$ cat src/design/qbs_pkg.sv
`timescale 1ns / 1ps

package qbs_pkg;

  // segments per curve
  localparam int STEPS    = 10;
  localparam int SQ       = STEPS * STEPS;
  localparam int DIV      = 16 * SQ;

  // field widths
  localparam int C_W      = 16;
  localparam int P_W      = 12;
  localparam int K_W      = $clog2(STEPS + 1);
  localparam int W_W      = $clog2(SQ + 1);

  // datapath widths of the coordinate lane
  localparam int PROD_W   = C_W + W_W + 1;
  localparam int MAG_W    = 16 + $clog2(SQ);
  localparam int NUM_W    = MAG_W + 1;
  localparam int SH       = MAG_W;
  localparam int RECIP    = (1 << SH) / DIV;
  localparam int RECIP_W  = $clog2(RECIP + 1);
  localparam int Q_W      = P_W + 1;

  // register stages inside one coordinate lane
  localparam int LANE_LAT = 5;

  typedef struct packed {
    logic                  action;
    logic signed [C_W-1:0] start_px;
    logic signed [C_W-1:0] start_py;
    logic signed [C_W-1:0] ctrl_px;
    logic signed [C_W-1:0] ctrl_py;
    logic signed [C_W-1:0] end_px;
    logic signed [C_W-1:0] end_py;
    logic signed [C_W-1:0] fan_x;
    logic signed [C_W-1:0] fan_y;
    logic        [15:0]    pen_color;
  } qbs_in_t;

  typedef struct packed {
    logic signed [P_W-1:0] seg_x0;
    logic signed [P_W-1:0] seg_y0;
    logic signed [P_W-1:0] seg_x1;
    logic signed [P_W-1:0] seg_y1;
    logic signed [P_W-1:0] apex_x;
    logic signed [P_W-1:0] apex_y;
    logic                  draw_kind;
    logic        [15:0]    seg_color;
    logic                  last_seg;
  } qbs_out_t;

  // blend weights of one step
  typedef struct packed {
    logic [W_W-1:0] wa;
    logic [W_W-1:0] wb;
    logic [W_W-1:0] wc;
  } qbs_wt_t;

  // per-segment data that bypasses the arithmetic
  typedef struct packed {
    logic                  first;
    logic                  last;
    logic signed [P_W-1:0] sx;
    logic signed [P_W-1:0] sy;
    logic signed [P_W-1:0] apx;
    logic signed [P_W-1:0] apy;
    logic                  kind;
    logic        [15:0]    color;
  } qbs_side_t;

  // one segment request issued by the sequencer
  typedef struct packed {
    logic                  valid;
    qbs_wt_t               wt;
    logic signed [C_W-1:0] ax;
    logic signed [C_W-1:0] bx;
    logic signed [C_W-1:0] cx;
    logic signed [C_W-1:0] ay;
    logic signed [C_W-1:0] by;
    logic signed [C_W-1:0] cy;
    qbs_side_t             side;
  } qbs_issue_t;

endpackage

$ cat src/design/qbs_seq.sv
`timescale 1ns / 1ps

module qbs_seq (
  input  logic                clk,
  input  logic                rst_n,
  input  logic                en,
  input  logic                in_valid,
  input  qbs_pkg::qbs_in_t    in_data,
  output logic                in_stall,
  output qbs_pkg::qbs_issue_t issue
);
  import qbs_pkg::*;

  // held curve
  logic signed [C_W-1:0] ax_r, bx_r, cx_r, ay_r, by_r, cy_r;
  logic signed [P_W-1:0] sx_r, sy_r, apx_r, apy_r;
  logic                  kind_r;
  logic        [15:0]    color_r;

  logic                  busy_r;
  logic [K_W-1:0]        k_r;
  qbs_issue_t            issue_r;

  logic                  at_last;
  logic                  accept;
  qbs_issue_t            issue_nxt;

  // bezier blend weights (S-k)^2, 2k(S-k), k^2
  function automatic qbs_wt_t step_weights(input logic [K_W-1:0] k);
    int      kk;
    int      rr;
    qbs_wt_t w;
    kk   = int'(k);
    rr   = STEPS - kk;
    w.wa = W_W'(rr * rr);
    w.wb = W_W'(2 * kk * rr);
    w.wc = W_W'(kk * kk);
    return w;
  endfunction

  // q12.4 to whole pixels, truncated toward zero
  function automatic logic signed [P_W-1:0] to_pixel(input logic signed [C_W-1:0] v);
    logic signed [C_W:0] t;
    t = {v[C_W-1], v} + (v[C_W-1] ? (C_W+1)'(15) : (C_W+1)'(0));
    return t[P_W+3:4];
  endfunction

  assign at_last  = (k_r == K_W'(STEPS));
  assign in_stall = busy_r && !(en && at_last);
  assign accept   = in_valid && !in_stall;

  // next issued segment
  always_comb begin
    issue_nxt            = '0;
    issue_nxt.valid      = busy_r;
    issue_nxt.wt         = step_weights(k_r);
    issue_nxt.ax         = ax_r;
    issue_nxt.bx         = bx_r;
    issue_nxt.cx         = cx_r;
    issue_nxt.ay         = ay_r;
    issue_nxt.by         = by_r;
    issue_nxt.cy         = cy_r;
    issue_nxt.side.first = (k_r == K_W'(1));
    issue_nxt.side.last  = at_last;
    issue_nxt.side.sx    = sx_r;
    issue_nxt.side.sy    = sy_r;
    issue_nxt.side.apx   = apx_r;
    issue_nxt.side.apy   = apy_r;
    issue_nxt.side.kind  = kind_r;
    issue_nxt.side.color = color_r;
  end

  // step counter and issue register
  always_ff @(posedge clk) begin
    if (!rst_n) begin
      busy_r        <= 1'b0;
      k_r           <= '0;
      issue_r.valid <= 1'b0;
    end else begin
      if (en) begin
        issue_r <= issue_nxt;
        if (busy_r) begin
          if (at_last) begin
            busy_r <= 1'b0;
            k_r    <= '0;
          end else begin
            k_r <= k_r + K_W'(1);
          end
        end
      end
      if (accept) begin
        busy_r <= 1'b1;
        k_r    <= K_W'(1);
      end
    end
  end

  // capture a new curve
  always_ff @(posedge clk) begin
    if (accept) begin
      ax_r    <= in_data.start_px;
      ay_r    <= in_data.start_py;
      bx_r    <= in_data.ctrl_px;
      by_r    <= in_data.ctrl_py;
      cx_r    <= in_data.end_px;
      cy_r    <= in_data.end_py;
      sx_r    <= to_pixel(in_data.start_px);
      sy_r    <= to_pixel(in_data.start_py);
      apx_r   <= in_data.action ? to_pixel(in_data.fan_x) : '0;
      apy_r   <= in_data.action ? to_pixel(in_data.fan_y) : '0;
      kind_r  <= in_data.action;
      color_r <= in_data.pen_color;
    end
  end

  assign issue = issue_r;

endmodule

$ cat src/design/qbs_coord_lane.sv
`timescale 1ns / 1ps

module qbs_coord_lane (
  input  logic                          clk,
  input  logic                          en,
  input  logic signed [qbs_pkg::C_W-1:0] a,
  input  logic signed [qbs_pkg::C_W-1:0] b,
  input  logic signed [qbs_pkg::C_W-1:0] c,
  input  qbs_pkg::qbs_wt_t              wt,
  output logic signed [qbs_pkg::P_W-1:0] pt
);
  import qbs_pkg::*;

  // stage b: weighted products
  logic signed [PROD_W-1:0] pa_r, pb_r, pc_r;
  logic signed [PROD_W-1:0] pa_nxt, pb_nxt, pc_nxt;

  // stage c: sign and magnitude of the numerator
  logic signed [PROD_W+1:0] sum;
  logic [NUM_W-1:0]         num;
  logic [MAG_W-1:0]         mag_c_r, mag_c_nxt;
  logic                     neg_c_r;

  // stage d: reciprocal product
  logic [MAG_W+RECIP_W-1:0] rp_r;
  logic [MAG_W-1:0]         mag_d_r;
  logic                     neg_d_r;

  // stage e: quotient estimate and its back product
  logic [Q_W-1:0]           qe_nxt, qe_r;
  logic [MAG_W-1:0]         qd_nxt, qd_r;
  logic [MAG_W-1:0]         mag_e_r;
  logic                     neg_e_r;

  // stage f: correction and sign
  logic [MAG_W-1:0]         rem;
  logic [Q_W-1:0]           q;
  logic [Q_W-1:0]           qn;
  logic signed [P_W-1:0]    pt_r;

  assign pa_nxt = PROD_W'($signed({1'b0, wt.wa})) * PROD_W'(a);
  assign pb_nxt = PROD_W'($signed({1'b0, wt.wb})) * PROD_W'(b);
  assign pc_nxt = PROD_W'($signed({1'b0, wt.wc})) * PROD_W'(c);

  assign sum       = (PROD_W+2)'(pa_r) + (PROD_W+2)'(pb_r) + (PROD_W+2)'(pc_r);
  assign num       = sum[NUM_W-1:0];
  assign mag_c_nxt = num[NUM_W-1] ? MAG_W'(-num) : MAG_W'(num);

  // estimate and its back product belong to the same segment
  assign qe_nxt = rp_r[SH+Q_W-1:SH];
  assign qd_nxt = MAG_W'(qe_nxt * DIV);

  // estimate is low by at most one
  assign rem = mag_e_r - qd_r;
  assign q   = qe_r + Q_W'(rem >= MAG_W'(DIV));
  assign qn  = neg_e_r ? -q : q;

  always_ff @(posedge clk) begin
    if (en) begin
      pa_r    <= pa_nxt;
      pb_r    <= pb_nxt;
      pc_r    <= pc_nxt;
      mag_c_r <= mag_c_nxt;
      neg_c_r <= num[NUM_W-1];
      rp_r    <= (MAG_W+RECIP_W)'(mag_c_r) * (MAG_W+RECIP_W)'(RECIP);
      mag_d_r <= mag_c_r;
      neg_d_r <= neg_c_r;
      qe_r    <= qe_nxt;
      qd_r    <= qd_nxt;
      mag_e_r <= mag_d_r;
      neg_e_r <= neg_d_r;
      pt_r    <= qn[P_W-1:0];
    end
  end

  assign pt = pt_r;

endmodule

$ cat src/design/quadratic_bezier_segmenter.sv
`timescale 1ns / 1ps

// Quadratic Bezier segmenter. Each request on the input channel is one curve
// (three Q12.4 control points, an anchor, a colour and a line/fan action); the
// block returns STEPS segments (ten) at t = k/STEPS, in order, the last one
// flagged and ending exactly on the end point, coordinates truncated toward
// zero to whole pixels. A sequencer issues one segment per cycle, while the
// output is not stalled, into two coordinate lanes of five register stages
// each (products, sum, reciprocal multiply, back product, correction), with
// no gap between curves: the next curve is accepted in the cycle its
// predecessor's last segment is issued. The first segment of a curve passes
// through the issue register, both lanes and the output register. A stall
// on the output freezes the whole pipe and loses nothing.
module quadratic_bezier_segmenter (
  input  logic              clk,
  input  logic              rst_n,
  input  logic              in_valid,
  output logic              in_stall,
  input  qbs_pkg::qbs_in_t  in_data,
  output logic              out_valid,
  input  logic              out_stall,
  output qbs_pkg::qbs_out_t out_data
);
  import qbs_pkg::*;

  logic                  en;
  qbs_issue_t            issue;
  logic signed [P_W-1:0] pt_x, pt_y;

  logic                  side_v_r [LANE_LAT];
  qbs_side_t             side_r   [LANE_LAT];

  logic                  out_valid_r;
  qbs_out_t              out_r;
  logic signed [P_W-1:0] prev_x_r, prev_y_r;
  qbs_side_t             side_o;

  // whole pipe advances when the output register is free or being taken
  assign en = !out_valid_r || !out_stall;

  qbs_seq u_seq (
    .clk      (clk),
    .rst_n    (rst_n),
    .en       (en),
    .in_valid (in_valid),
    .in_data  (in_data),
    .in_stall (in_stall),
    .issue    (issue)
  );

  qbs_coord_lane u_lane_x (
    .clk (clk),
    .en  (en),
    .a   (issue.ax),
    .b   (issue.bx),
    .c   (issue.cx),
    .wt  (issue.wt),
    .pt  (pt_x)
  );

  qbs_coord_lane u_lane_y (
    .clk (clk),
    .en  (en),
    .a   (issue.ay),
    .b   (issue.by),
    .c   (issue.cy),
    .wt  (issue.wt),
    .pt  (pt_y)
  );

  // valid bits alongside the lanes
  always_ff @(posedge clk) begin
    if (!rst_n) begin
      for (int i = 0; i < LANE_LAT; i++) begin
        side_v_r[i] <= 1'b0;
      end
    end else if (en) begin
      side_v_r[0] <= issue.valid;
      for (int i = 1; i < LANE_LAT; i++) begin
        side_v_r[i] <= side_v_r[i-1];
      end
    end
  end

  // sideband data alongside the lanes
  always_ff @(posedge clk) begin
    if (en) begin
      side_r[0] <= issue.side;
      for (int i = 1; i < LANE_LAT; i++) begin
        side_r[i] <= side_r[i-1];
      end
    end
  end

  assign side_o = side_r[LANE_LAT-1];

  // output register and previous point
  always_ff @(posedge clk) begin
    if (!rst_n) begin
      out_valid_r <= 1'b0;
      prev_x_r    <= '0;
      prev_y_r    <= '0;
    end else if (en) begin
      out_valid_r <= side_v_r[LANE_LAT-1];
      if (side_v_r[LANE_LAT-1]) begin
        prev_x_r <= pt_x;
        prev_y_r <= pt_y;
      end
    end
  end

  always_ff @(posedge clk) begin
    if (en && side_v_r[LANE_LAT-1]) begin
      out_r.seg_x0    <= side_o.first ? side_o.sx : prev_x_r;
      out_r.seg_y0    <= side_o.first ? side_o.sy : prev_y_r;
      out_r.seg_x1    <= pt_x;
      out_r.seg_y1    <= pt_y;
      out_r.apex_x    <= side_o.apx;
      out_r.apex_y    <= side_o.apy;
      out_r.draw_kind <= side_o.kind;
      out_r.seg_color <= side_o.color;
      out_r.last_seg  <= side_o.last;
    end
  end

  assign out_valid = out_valid_r;
  assign out_data  = out_r;

endmodule

$ cat config.mk
export PLATFORM = sky130hd
export DESIGN_NAME = quadratic_bezier_segmenter
export DESIGN_NICKNAME = d
export VERILOG_FILES = /design/src/design/qbs_pkg.sv /design/src/design/qbs_seq.sv /design/src/design/qbs_coord_lane.sv /design/src/design/quadratic_bezier_segmenter.sv
export SDC_FILE = /design/constraint.sdc
export NUM_CORES = 2
export LEC_CHECK = 0
export BUFFER_PORTS_ARGS = -buffer_cell sky130_fd_sc_hd__buf_2
export CAP_MARGIN = 20
export CORE_MARGIN = 10
export CORE_UTILIZATION = 45
export CTS_CLUSTER_DIAMETER = 150
export DETAILED_ROUTE_END_ITERATION = 12
export PLACE_DENSITY = 0.66
export SYNTH_ARGS = -nofsm -noshare
export SYNTH_HDL_FRONTEND = slang
export SYNTH_SLANG_ARGS = --single-unit
$ cat constraint.sdc
create_clock -name clk -period 61.8 [get_ports clk]
set_clock_uncertainty 0.2 [all_clocks]
set_input_delay 12.36 -clock clk [delete_from_list [all_inputs] [get_ports clk]]
set_output_delay 12.36 -clock clk [all_outputs]
set_load 0.1 [all_outputs]
======== Yosys cells after proc, flatten, opt, wreduce, memory -nomap -nowiden ========
Memory sizes are Yosys's and may differ from the RTL's.
Cells that the tools add are included.
word-level totals
  register bits ........................... 903
  bits in latches ......................... 0
  memory bits (writable) .................. 340
  ROM bits ................................ 0
  bits of input ports ..................... 149
  output and inout bits ................... 92
  logic and storage cells ................. 158
  memories ................................ 2
memory list
  memory    words  width  rd ports  clocked after Yosys merged registers in  wr ports  line                              RTL
  side_r    5      67     5         0                                        5         quadratic_bezier_segmenter.sv:31  qbs_side_t side_r [LANE_LAT];
  side_v_r  5      1      5         0                                        5         quadratic_bezier_segmenter.sv:30  logic side_v_r [LANE_LAT];
cells by class
  add/subtract/negate cells ............... 18
  multipliers ............................. 13
  divide/modulo/power cells ............... 0
  magnitude comparators ................... 2
  equal/unequal tests ..................... 2
  shift-type cells ........................ 0
  multiplexer cells ....................... 28
  bitwise operators ....................... 6
  reductions and logical operators ........ 16
operators with widths
  operator                                                             count
  adder 24 bit                                                         4
  multiplier 8 x 16 -> 24 bit                                          4
  multiplier 23 x 12 -> 35 bit, second input constant                  2
  adder 16 x 4 -> 16 bit                                               4
  two-way mux 12 bit                                                   4
  greater-or-equal comparator 23 x 11 -> 1 bit, second input constant  2
  multiplier 7 x 16 -> 23 bit                                          2
  two-way mux 23 bit                                                   2
  negation 23 bit                                                      2
  subtractor 23 bit                                                    2
  multiplier 13 x 5 -> 17 bit, second input constant                   2
  adder 12 x 1 -> 12 bit                                               2
  negation 12 bit                                                      2
  two-way mux 4 bit                                                    5
  two-way mux 1 bit                                                    17
  AND reduction 2 bit                                                  4
  multiplier 4 x 4 -> 7 bit                                            1
  multiplier 5 x 5 -> 7 bit                                            1
  multiplier 5 x 5 -> 6 bit                                            1
  bitwise OR 1 bit                                                     5
  subtractor 4 x 4 -> 5 bit, first input constant                      1
  adder 4 x 1 -> 4 bit, second input constant                          1
  equality test 4 x 1 -> 1 bit, second input constant                  1
  equality test 4 bit, second input constant                           1
  6 further kinds                                                      13

======== Logic depth before layout (Yosys ltp) ========
  depth after elaboration ................. 9
  mapped depth ............................ 23
  depth with buffers taken out ............ 23

======== Cells and area by module ========
From an unflattened synthesis, not the netlist that was laid out.
unflattened totals
  cells, all modules ...................... 6,448
  area total of the unflattened synthesis .. 80,319.5 um^2
by module, submodules not included
  module                      instances  cells an instance  area an instance (um^2)  sequential area each (um^2)
  qbs_coord_lane (u_lane_x)   1          2,638              26,885.8                 5,495.3
  qbs_coord_lane (u_lane_y)   1          2,549              26,374.0                 5,495.3
  quadratic_bezier_segmenter  1          573                14,274.9                 13,412.9
  qbs_seq                     1          688                12,784.8                 10,299.9

======== Worst setup path after synthesis ========
No wires, ideal clock.
  path type ............................... input to register
  from .................................... input out_stall
  to ...................................... register out_r (netlist bit out_data[0]) (enable)
  library setup time ...................... 0.490 ns
  data arrival time ....................... 38.381 ns
  data required time ...................... 61.110 ns
  slack ................................... 22.729 ns
  cell stages on the path ................. 6
  buffers on the path ..................... 2
  cell sequence ........................... and2_1 inv_1 clkbuf_1 nand2_1 inv_2 clkbuf_1
between the ends
  cells in the longest elaborated chain, start to end .. 3
ends and longest elaborated chain
  element             line                               RTL
  start: declaration  quadratic_bezier_segmenter.sv:21   input logic out_stall,
  zero test 1 bit     quadratic_bezier_segmenter.sv:39   assign en = !out_valid_r || !out_stall;
  logical OR 1 bit    quadratic_bezier_segmenter.sv:39
  logical AND 1 bit   quadratic_bezier_segmenter.sv:113  if (en && side_v_r[LANE_LAT-1]) begin
  end: declaration    quadratic_bezier_segmenter.sv:34   qbs_out_t out_r;
Every way passes these cells.
A chain may end at the register's enable or synchronous reset.

======== Final worst setup path ========
  from .................................... input out_stall
  to ...................................... output in_stall
between the ends
  cells in the longest elaborated chain, start to end .. 5
ends and longest elaborated chain
  element            line                              RTL
  zero test 1 bit    quadratic_bezier_segmenter.sv:39
  logical OR 1 bit   quadratic_bezier_segmenter.sv:39
  logical AND 1 bit  qbs_seq.sv:49                     assign in_stall = busy_r && !(en && at_last);
  zero test 1 bit    qbs_seq.sv:49
  logical AND 1 bit  qbs_seq.sv:49
  end: declaration   quadratic_bezier_segmenter.sv:18  output logic in_stall,
Every way passes these cells.

==> summary.md <==
| Metric | Value |
|---|---|
| HPWL after detailed placement | 114000 microns |
| Synth Flop Type | edfxtp_1 |
| Yosys reg bits | 1164 |
| Routed wire length | 147000 microns |
| CP delay by family, top | buffers and inverters |
| First-pass DRT Iterations | 5 |
| WS Path Type | in -> out |
| Top cells by area, synth | edfxtp_1, fa_1, ha_1 |
| Synth Cell Area | roughly 77000 sq um |
| Die ar. | 187000 sq um |
| Post-route DRC violation count | 0 |
| Hold-fix buffers, CTS | 0 |
| Synth unique cells | 86 |
| Root Driver | clkbuf_16 |
| Crit path DAT | 14070 ps |
| Io pins | around 240 |
| Initial DRC Count | 2143 |
| Total grt overflow | 0 |
| Slew HR | roughly 28% |
| Setup TNS | 0 ps |
| Global-route wire length before repair | 243000 microns |
| Initial antenna violation count | 3 |
| Clock tree buffer depth | 3 |
| Postcts setup bufs | 0 |
| Final setup vio count | 0 |
| Slowest cell on crit path | buf_2 |
| Worst Path Max Fanout | between 100 and 150 |
| Largest net degree at the start of global routing | 159 |
| Final ANT Viol Nets | 0 |
| Post-CTS sizing | 0 |
| Share of cells above drive strength 1 | 8.47% |
| Clock transition at the registers of the reported paths | 50 ps |
| Die Y | 432 microns |
| Crit share post-route | 43.1% |
| Most used cell, CP | buf_2 |
| Min Tclk post-route | approximately 27000 ps |
| Vias per std cell | 4.94 |
| Wire per inst | approximately 17 microns |
| Crit start category | input pin |
| GPL Wtd Cong | 0.861 |
| I/O Buffers | 240 |
| Max cap viols | 0 |
| FFs w/ async S/R, synth | 0% |
| Largest stage delay, worst path | 540 ps |
| GRT Util Overall | around 16% |
| Slew Limit Fails | 0 |
| Vias post-DR | 42.9k |
| Final nets | 7989 |
| Number of synthesized flops with an enable pin | 1133 |
| Tightest Pin Transition | between 1000 and 1500 ps |
| Final Hold Fails | 0 |
| CTS sink cnt | 1164 |
| Row Count | between 150 and 200 |
| Max Fclk | about 38 MHz |
| CTS buffer count | between 100 and 150 |
| H-tree depth | 4 |
| CP endpoint kind | primary output |
| Die width | between 400 and 500 microns |
| Vias in the first global route | 45.9k |
| Syn. warnings | 0 |
| Sequential area share after synthesis | 45.2% |
| Post-Syn Instances | 6048 |
| Synth Area per Inst | 12.7 sq um |
| Top cell type's share of synthesized area | 44.4% |
| Later-pin clock latency in the skew report | 800 ps |
| Buffer and inverter count on the worst path | 3 |
| CTS tree | done |
| RSZ-0062 raised after global routing | no |
| Initial Util | a little under half |
| Area grow syn2layout | 11.0% |
| Status | complete, no violations |
| CP cell instances | buf_2 > and2_1 > inv_8 > a21boi_0 > buf_2 |
| Placeable core region | between 150000 and 200000 sq um |
| Cell taking the most area after synthesis | edfxtp_1 |
| Hold WC Path Type | reg -> reg |
| Worst EP required | 49240 ps |
worst reg2reg max path, delay by kind of cell (launching register included):
| kind | cells | cell delay (ps) |
|---|---|---|
| simple gates | 2 | 290 |
| compound gates | 7 | 1960 |
| flops | 1 | 560 |
| fa+ha+maj | 6 | 2690 |
| xor+xnor | 1 | 110 |
| buf+inv | 2 | 90 |
placed cells by master (no fill, tap or decap), drive strengths merged, types with 8 or more instances in the layout:
cell type / n
edfxtp: 1133
inv: 1018
ha: 821
fa: 639
and2: 545
buf: 274
xnor2: 248
nand2: 242
a21oi: 201
nor2: 174
clkbuf: 147
xor2: 128
o21ai: 117
a21o: 69
nor3: 67
nand3: 57
nor2b: 54
clkinv: 54
o21a: 36
a21boi: 35
dfxtp: 31
and3: 30
nand2b: 30
o21bai: 26
mux2: 25
a31oi: 22
a211oi: 21
nand4: 19
o31ai: 18
or2: 13
clkinvlp: 13
or3: 12
bufinv: 11
conb: 10
a2111oi: 9
nor4: 9
a211o: 8
nor3b: 8
a221oi: 8
a41oi: 8
synthesized netlist by cell type, types with 25 or more instances:
master / number
a21oi_1: 200
nor2b_1: 54
nand2b_1: 30
fa_1: 639
nand3_1: 57
a21boi_0: 35
nor3_1: 61
nor2_1: 174
o21ai_0: 109
inv_1: 1008
ha_1: 821
o21bai_1: 26
xor2_1: 128
xnor2_1: 248
mux2_2: 25
a21o_1: 69
edfxtp_1: 1133
and2_1: 544
dfxtp_1: 31
o21a_1: 36
and3_1: 30
clkbuf_1: 80
nand2_1: 242
through the flow:
stage / cells / setup WS [ps] / util (%) / hold WS [ps] / cell area (sq um)
floorplan: 6056 / 22730 / - / 200 / 76600
global placement: 8465 / 35130 / 47.6 / 201 / 80600
detailed placement: 8465 / 35130 / 47.6 / 205 / 80600
CTS: 8698 / 35130 / 50.2 / 210 / 84900
global route: 8700 / 35020 / 50.2 / 218 / 85000
finish: 8700 / 35170 / 50.2 / 211 / 85000
worst paths after layout:
check / to / slack, ps / startpoint / cells past startpoint
setup reg to reg: u_lane_x.rp_r[35] / 55670 / u_lane_x.mag_c_r[15] / 18
setup / recovery: in_stall / 35170 / out_stall / 5
hold / removal: u_seq.issue[131] / 210 / u_seq.bx_r[0] / 0
hold reg to reg: u_seq.issue[131] / 210 / u_seq.bx_r[0] / 0
area by class of cell:
class,count,area (sq um)
antenna,2,5.00
sequential,1164,34600
inverter,1010,3800
clock inverter,86,1010
multi-input combinational,3799,37900
fill,14600,84300
timing repair buffer,274,1470
tap,2218,2780
clock buffer,147,3380
flip-flops by register name, indices dropped and copies added, names as in the netlist, 17 cells and up:
signal and count:
u_lane_x.pb_r 23, u_lane_y.pa_r 24, u_lane_x.mag_d_r 17, out_data 90, u_lane_y.mag_d_r 17, u_lane_x.mag_e_r 17, u_lane_x.pa_r 24, u_lane_y.pc_r 24
u_lane_x.pc_r 24, u_lane_x.mag_c_r 23, u_lane_y.mag_c_r 23, u_seq.issue 179, side_r 335, u_lane_y.pb_r 23, u_lane_y.mag_e_r 17
layer usage:
metal,up-vias,track usage [%],routed length (microns)
li1,21000,-,-
met1,21200,21.3,66900
met2,522,27.9,73000
met3,166,2.24,4040
met4,0,4.20,2990
met5,-,0,0
cell families after synthesis:
family                   Yosys count  synth area share, %
AO/OA/AOI/OAI                    638                 5.40
XOR/XNOR                         376                 4.30
adder cells (fa/ha/maj)         1460                 30.1
buffers and inverters           1093                 5.36
flip-flops                      1164                 45.2
multiplexers                      28                0.407
other                              2              0.00981
AND/OR/NAND/NOR                 1287                 9.15
Power is left out: the tool's default activity adds up to more than one toggle a clock period on the data nets, which glitch-free logic cannot reach.
